<file path="src/hdl/ldbp_pkg.sv">
package ldbp_pkg;

    localparam int unsigned MAX_BLOCKS        = 12;
    localparam int unsigned RECORDS_PER_BLOCK = 32;

    localparam logic [10:0] MODE_OFFSET_RESET = 11'd1204;

    localparam logic [7:0] FLAG_BYTE_HI = 8'hFF;
    localparam logic [7:0] FLAG_BYTE_LO = 8'hEE;

    localparam logic [7:0] MODE_BYTE_STRONGEST = 8'h37;
    localparam logic [7:0] MODE_BYTE_LAST      = 8'h38;
    localparam logic [7:0] MODE_BYTE_DUAL      = 8'h39;

    localparam logic [1:0] MODE_STRONGEST = 2'd0;
    localparam logic [1:0] MODE_LAST      = 2'd1;
    localparam logic [1:0] MODE_DUAL      = 2'd2;
    localparam logic [1:0] MODE_UNKNOWN   = 2'd3;

    localparam logic KIND_POINT = 1'b0;
    localparam logic KIND_MODE  = 1'b1;

    typedef struct packed {
        logic [7:0] data_byte;
        logic       packet_start;
    } in_item_t;

    typedef struct packed {
        logic        result_kind;
        logic [3:0]  block_index;
        logic [4:0]  channel_index;
        logic [15:0] azimuth_centideg;
        logic [15:0] distance_units;
        logic [7:0]  reflectivity;
        logic [1:0]  return_mode;
        logic        last_of_block;
    } out_item_t;

    function automatic logic [1:0] decode_mode(input logic [7:0] b);
        logic [1:0] m;
        case (b)
            MODE_BYTE_STRONGEST: m = MODE_STRONGEST;
            MODE_BYTE_LAST:      m = MODE_LAST;
            MODE_BYTE_DUAL:      m = MODE_DUAL;
            default:             m = MODE_UNKNOWN;
        endcase
        return m;
    endfunction

endpackage

</file>
<file path="src/hdl/ldbp_parser.sv">
module ldbp_parser (
    input  logic               clk,
    input  logic               rst_n,
    input  logic               accept,
    input  ldbp_pkg::in_item_t in_item,
    input  logic [10:0]        mode_offset,
    output ldbp_pkg::out_item_t result,
    output logic               result_valid
);
    import ldbp_pkg::*;

    localparam logic [1:0] PH_SEARCH = 2'd0;
    localparam logic [1:0] PH_AZIM   = 2'd1;
    localparam logic [1:0] PH_REC    = 2'd2;

    logic [1:0]  phase_reg, phase_next;
    logic        ff_reg, ff_next;
    logic [10:0] pos_reg, pos_next;
    logic [3:0]  blk_reg, blk_next;
    logic [4:0]  rec_reg, rec_next;
    logic [1:0]  bif_reg, bif_next;
    logic [15:0] az_reg, az_next;
    logic [15:0] dist_reg, dist_next;

    logic [1:0]  phase_cur;
    logic        ff_cur;
    logic [10:0] pos_cur;
    logic [3:0]  blk_cur;
    logic [4:0]  rec_cur;
    logic [1:0]  bif_cur;
    logic        point;
    logic        last;
    logic        is_mode;
    logic [7:0]  b;

    always_comb
    begin
        b = in_item.data_byte;

        // A start mark abandons whatever the previous packet left behind.
        if (in_item.packet_start)
        begin
            phase_cur = PH_SEARCH;
            ff_cur    = 1'b0;
            pos_cur   = '0;
            blk_cur   = '0;
            rec_cur   = '0;
            bif_cur   = '0;
        end
        else
        begin
            phase_cur = phase_reg;
            ff_cur    = ff_reg;
            pos_cur   = pos_reg;
            blk_cur   = blk_reg;
            rec_cur   = rec_reg;
            bif_cur   = bif_reg;
        end

        is_mode    = (pos_cur == mode_offset);
        point      = 1'b0;
        last       = ({1'b0, rec_cur} + 6'd1) >= 6'(RECORDS_PER_BLOCK);
        phase_next = phase_cur;
        ff_next    = ff_cur;
        blk_next   = blk_cur;
        rec_next   = rec_cur;
        bif_next   = bif_cur;
        az_next    = az_reg;
        dist_next  = dist_reg;
        pos_next   = pos_cur + 11'd1;

        case (phase_cur)
            PH_AZIM:
            begin
                if (bif_cur == 2'd0)
                begin
                    az_next  = {az_reg[15:8], b};
                    bif_next = 2'd1;
                end
                else
                begin
                    az_next    = {b, az_reg[7:0]};
                    bif_next   = 2'd0;
                    rec_next   = '0;
                    phase_next = PH_REC;
                end
            end
            PH_REC:
            begin
                if (bif_cur == 2'd0)
                begin
                    dist_next = {dist_reg[15:8], b};
                    bif_next  = 2'd1;
                end
                else if (bif_cur == 2'd1)
                begin
                    dist_next = {b, dist_reg[7:0]};
                    bif_next  = 2'd2;
                end
                else
                begin
                    point    = 1'b1;
                    bif_next = 2'd0;
                    if (last)
                    begin
                        blk_next   = blk_cur + 4'd1;
                        rec_next   = '0;
                        phase_next = PH_SEARCH;
                        ff_next    = 1'b0;
                    end
                    else
                    begin
                        rec_next = rec_cur + 5'd1;
                    end
                end
            end
            default:
            begin
                if (ff_cur && (b == FLAG_BYTE_LO) && (blk_cur < 4'(MAX_BLOCKS)))
                begin
                    phase_next = PH_AZIM;
                    bif_next   = 2'd0;
                    ff_next    = 1'b0;
                end
                else
                begin
                    ff_next = (b == FLAG_BYTE_HI);
                end
            end
        endcase

        result = '0;
        if (point)
        begin
            result.result_kind      = KIND_POINT;
            result.block_index      = blk_cur;
            result.channel_index    = rec_cur;
            result.azimuth_centideg = az_reg;
            result.distance_units   = dist_reg;
            result.reflectivity     = b;
            result.last_of_block    = last;
        end
        else if (is_mode)
        begin
            result.result_kind   = KIND_MODE;
            result.return_mode   = decode_mode(b);
            result.last_of_block = 1'b1;
        end
        result_valid = point || is_mode;
    end

    always_ff @(posedge clk or negedge rst_n)
    begin
        if (!rst_n)
        begin
            phase_reg <= PH_SEARCH;
            ff_reg    <= 1'b0;
            pos_reg   <= '0;
            blk_reg   <= '0;
            rec_reg   <= '0;
            bif_reg   <= '0;
            az_reg    <= '0;
            dist_reg  <= '0;
        end
        else if (accept)
        begin
            phase_reg <= phase_next;
            ff_reg    <= ff_next;
            pos_reg   <= pos_next;
            blk_reg   <= blk_next;
            rec_reg   <= rec_next;
            bif_reg   <= bif_next;
            az_reg    <= az_next;
            dist_reg  <= dist_next;
        end
    end

endmodule

</file>
<file path="src/hdl/lidar_data_block_parser_core.sv">
// Latency: a result item is presented in the cycle after the byte that causes it is accepted.
// Throughput: one byte per cycle; the input is stalled only while a held result is not taken.
// The parser state and the result register update on the same edge, so no stage bubbles.
// Reset clears the parser state and the output valid, and sets the mode byte offset to 1204.
module lidar_data_block_parser_core (
    input  logic                 clk,
    input  logic                 rst_n,
    input  logic                 in_valid,
    output logic                 in_ready,
    input  ldbp_pkg::in_item_t   in_data,
    output logic                 out_valid,
    input  logic                 out_ready,
    output ldbp_pkg::out_item_t  out_data,
    input  logic                 cfg_valid,
    output logic                 cfg_ready,
    input  logic [10:0]          cfg_data
);
    import ldbp_pkg::*;

    logic [10:0] offset_reg;
    logic        out_valid_reg;
    out_item_t   out_data_reg;
    out_item_t   result;
    logic        result_valid;
    logic        accept;

    assign in_ready  = !out_valid_reg || out_ready;
    assign accept    = in_valid && in_ready;
    assign cfg_ready = 1'b1;
    assign out_valid = out_valid_reg;
    assign out_data  = out_data_reg;

    ldbp_parser u_parser (
        .clk          (clk),
        .rst_n        (rst_n),
        .accept       (accept),
        .in_item      (in_data),
        .mode_offset  (offset_reg),
        .result       (result),
        .result_valid (result_valid)
    );

    always_ff @(posedge clk or negedge rst_n)
    begin
        if (!rst_n)
        begin
            offset_reg <= MODE_OFFSET_RESET;
        end
        else if (cfg_valid && cfg_ready)
        begin
            offset_reg <= cfg_data;
        end
    end

    always_ff @(posedge clk or negedge rst_n)
    begin
        if (!rst_n)
        begin
            out_valid_reg <= 1'b0;
        end
        else if (in_ready)
        begin
            out_valid_reg <= accept && result_valid;
        end
    end

    always_ff @(posedge clk)
    begin
        if (accept && result_valid)
        begin
            out_data_reg <= result;
        end
    end

endmodule
</file>
<file path="config.mk">
export PLATFORM = sky130hd
export DESIGN_NAME = lidar_data_block_parser_core
export DESIGN_NICKNAME = d
export VERILOG_FILES = /design/src/hdl/ldbp_pkg.sv /design/src/hdl/ldbp_parser.sv /design/src/hdl/lidar_data_block_parser_core.sv
export SDC_FILE = /design/constraint.sdc
export NUM_CORES = 1
export LEC_CHECK = 0
export ABC_AREA = 1
export BUFFER_PORTS_ARGS = -buffer_cell sky130_fd_sc_hd__buf_4
export CORE_MARGIN = 3
export CORE_UTILIZATION = 50
export DETAILED_ROUTE_END_ITERATION = 10
export PLACE_DENSITY = 0.71
export SYNTH_ARGS = -nofsm -noshare
export SYNTH_HDL_FRONTEND = slang
export SYNTH_HIERARCHICAL = 1
export SYNTH_SLANG_ARGS = --single-unit
</file>
<file path="constraint.sdc">
create_clock -name clk -period 4.7 [get_ports clk]
set_clock_uncertainty 0.1 [all_clocks]
set_input_delay 0.94 -clock clk [delete_from_list [all_inputs] [get_ports clk]]
set_output_delay 0.94 -clock clk [all_outputs]
set_load 0.01 [all_outputs]
</file>
# Word level (Yosys, flattened, before mapping)
# Index checks and enable logic that the tools add are counted.
# totals
reg_bits,122
input_bits,25
output_inout_bits,56
# classes
add_sub_neg,4
magnitude_cmp,2
n_eq_ne,9
mux,39
bitwise_logic,2
n_reduce_logical,13
# op_table
operator,count
$mux 5,5
$eq 8x6->1 const B,3
$mux 2,10
$mux 4,5
$eq 8x8->1 const B,2
$mux 1,12
$add 11x1->11 const B,1
$eq 11x11->1,1
$mux 11,1
$pmux 5 s2,1
$reduce_and 3->1,3
$mux 8,1
$pmux 2 s2,2
$add 5x1->6 const B,1
$ge 6x6->1 const B,1
$pmux 2 s3,1
$add 5x1->5 const B,1
$add 4x1->4 const B,1
$eq 2x1->1 const B,2
$logic_and 1x1->1,4
$lt 4x4->1 const B,1
$reduce_and 4->1,1
$eq 2x2->1 const B,1
$logic_not 2->1,1
other kinds (5),7

# Logic depth before layout (Yosys ltp)
# logic_depth
word_depth,7
depth_mapped,13
ltp_nobuf,10

# Cells and area by module
# Netlist, hierarchy kept.
# modules_own_cells
module,instances,cells_each,area_per_inst_um2,seq_area_each_um2
ldbp_parser,1,474,3492.1,1426.4
lidar_data_block_parser_core,1,110,2125.8,1898.1

# Worst setup path after synthesis
# Ideal clock, no wire load.
# synth_path
path_type,input port to flip-flop
start,input port in_data[0] (netlist name)
end,"register out_data_reg, in the netlist out_data[0], enable pin"
setup_ps,464
arrival_ps,4390
slack_ps,-254
path_stages,12
path_buffers,4
cell_sequence,buf_6 > inv_6 > buf_6 > nand2_1 > inv_1 > ha_1 > buf_2 > nand2_1 > clkbuf_1 > nand2_1 > inv_1 > nor2_1
# synth_via
elab_chain_cells,7
# synth_lines
item,line,text
from (decl),lidar_data_block_parser_core.sv:10,"input ldbp_pkg::in_item_t in_data,"
$mux 2,ldbp_parser.sv:41,if (in_item.packet_start)
$eq 2x1->1,ldbp_parser.sv:95,else if (bif_cur == 2'd1)
$mux 1,ldbp_parser.sv:95,
$mux 1,ldbp_parser.sv:90,if (bif_cur == 2'd0)
$mux 1,ldbp_parser.sv:72,case (phase_cur)
$logic_or 1x1->1 *,ldbp_parser.sv:149,result_valid = point || is_mode;
net result_valid,lidar_data_block_parser_core.sv:24,logic result_valid;
$logic_and 1x1->1 *,lidar_data_block_parser_core.sv:69,if (accept && result_valid)
to (signal assigned),lidar_data_block_parser_core.sv:71,out_data_reg <= result;
to (decl),lidar_data_block_parser_core.sv:22,out_item_t out_data_reg;
# Mark *: on every way through the listed nets, which the timed path passes. The rest lies on a longest branch.
# A chain may end at the register's enable or synchronous reset.

# Final worst setup path
# layout_path
start,input port in_data[0] (netlist name)
end,"register out_data_reg, in the netlist out_data[6], enable pin"
# The elaborated chain is that of the path after synthesis.

==> reports/results.tsv <==
metric	value	unit
outcome	complete, no violations	
final_cell_mix	nand2_1, inv_1, buf_4	
slew_violations	0	
dr.pass1.iters	5	
synth_edf_count	53	
regArea	3320	sq um
hold_viol	0	
cts_tree	yes	
ys_types	38	
fmax	0.361	GHz
cts_setup_buffers	0	
drive_gt1_frac	0.238	
power_density	394	nW/um^2
cts_resized	0	
syn-num-nets	614	
multi_input_area	1810	sq um
syn_area	5620	sq um
grt_pass1_vias	4081	
core_area	10900	sq um
final_common_cell	nand2_1	
cts.sinks	122	
yosysTopAreaCell	dfrtp_1	
antenna_found_initial	0	
n_antenna_cell	0	
largest_reg_flops	53	
setup_tns	0	ps
routed_wirelength	11900	um
io_pins	81	
relSlewSlack	0.417	
synth_top_area_frac	0.285	
syn_inst	584	
synthTopCellsByArea	dfrtp_1, edfxtp_1, nand2_1	
nets	694	
rsz0062_at_grt	no	
period_share	0.590	
rows	38	
crit_required	4760	ps
drtIter0Drc	306	
synth_ff_type	dfrtp_1	
drcViolationCount	0	
io_buffers	79	
die_y	112	um
dr_total_vias	4154	
grt_usage	0.200	
peakVddDrop	250	uV
clock_latency	530	ps
grt_max_degree	70	
placed_cells	785	
cp-start-kind	primary input	
dp_hpwl	7890	um
ys_warn_count	6	
clk_pin_slew_worst_paths	60	ps
holdBufCountCts	0	
clockRootBuffer	clkbuf_8	
setup_viol	0	
cts_max_path_buffers	2	
critPathKind	primary input to flip-flop	
worstPathMaxFanout	51	
p_leak	2.99	nW
synth_area_per_cell	9.62	sq um
fp.dieW	112	um
cts_buffers	17	
power.total	2.73	mW
floorplan.die_area	12500	sq um
min_path_type	flip-flop to flip-flop	
gp_congestion	0.922	
fill_cells	869	
h-tree-depth	4	
worstMarginPinSlew	874	ps
overflow	0	
stdcell_count	817	
syn_to_final_growth	23.3	%
end_kind	flip-flop	
drt-wirelength-per-cell	14.6	um
maxCapViolations	0	
grt_pass1_wl	19900	um
start_util	0.516	
worstPathArrival	2830	ps
ys_async_sr_fraction	0.566	
ys_seq_area_frac	0.592	
vias_per_cell	5.08	
synth-seq-cells	122	
timing.final.crit_period	2770	ps
ant_nets	0	
-- worst max-delay path, cell delays in order --
cell,delay (ps)
buf_4,170
inv_6,210
nand2_1,140
inv_1,100
ha_1,280
nand2_1,130
nand2_1,90
inv_1,70
nor2_4,130
buf_4,540
-- final cells by class --
cell class              count  share of cell area
clock buffers              19              0.0623
inverters                  91              0.0500
well taps                 140              0.0253
flip-flops and latches    122               0.480
repair buffers             82              0.0888
clock inverters            13              0.0323
multi-input cells         350               0.261
-- layer usage --
metal  global-route usage  up-vias  share of wire
met1                0.253     1955           0.43
li1                     -     2012              -
met3               0.0576       22          0.073
met5                    0        -              0
met4               0.0785        0          0.019
met2                0.327      165           0.48
-- worst paths after layout --
kind | from | to | cells after the start | slack (ps)
hold reg to reg | offset_reg[7]$_DFFE_PN1P_ | offset_reg[7]$_DFFE_PN1P_ | 2 | 370
setup / recovery | in_data[0] | out_data[6]$_DFFE_PP_ | 10 | 1930
hold / removal | offset_reg[7]$_DFFE_PN1P_ | offset_reg[7]$_DFFE_PN1P_ | 2 | 370
max in group asynchronous | rst_n | u_parser/az_reg[11]$_DFFE_PN0P_ | 1 | 3490
min in group asynchronous | rst_n | u_parser/rec_reg[1]$_DFFE_PN0P_ | 1 | 410
setup reg to reg | out_valid$_DFFE_PN0P_ | u_parser/dist_reg[15]$_DFFE_PN0P_ | 9 | 2260
-- cell families after synthesis --
group,count (synthesis),synth area share
simple gates,247,0.198
xor+xnor,21,0.0327
fa+ha+maj,5,0.0111
buf+inv,112,0.0871
compound gates,76,0.0791
flops,122,0.592
other cells,1,0.000668
-- synth_stat cells (all sizes together), types with 7 or more instances --
master / count
nand2: 124
inv: 90
nor2: 84
dfrtp: 64
o21ai: 55
edfxtp: 53
nand3: 22
a21oi: 16
buf: 14
xor2: 12
xnor2: 9
nand4: 8
clkbuf: 7
-- power by group --
| group | leakage, nW | switching, mW | internal, mW |
|---|---|---|---|
| Combinational | 1.26 | 0.0906 | 0.0471 |
| Sequential | 1.41 | 0.0208 | 1.13 |
| Clock | 0.321 | 0.460 | 0.978 |
| Total | 2.99 | 0.571 | 2.16 |
-- per-stage QoR --
step	utilization	cell area, sq um	hold slack [ps]	setup slack, ps
3_5_place_dp	0.576	6270	369	1400
3_3_place_gp	0.576	6270	366	1510
6_report	0.636	6930	373	1930
4_1_cts	0.636	6930	380	1950
5_1_grt	0.636	6930	398	1780
2_1_floorplan	-	5620	345	620
Note: power is estimated with default switching activity, not from simulation.
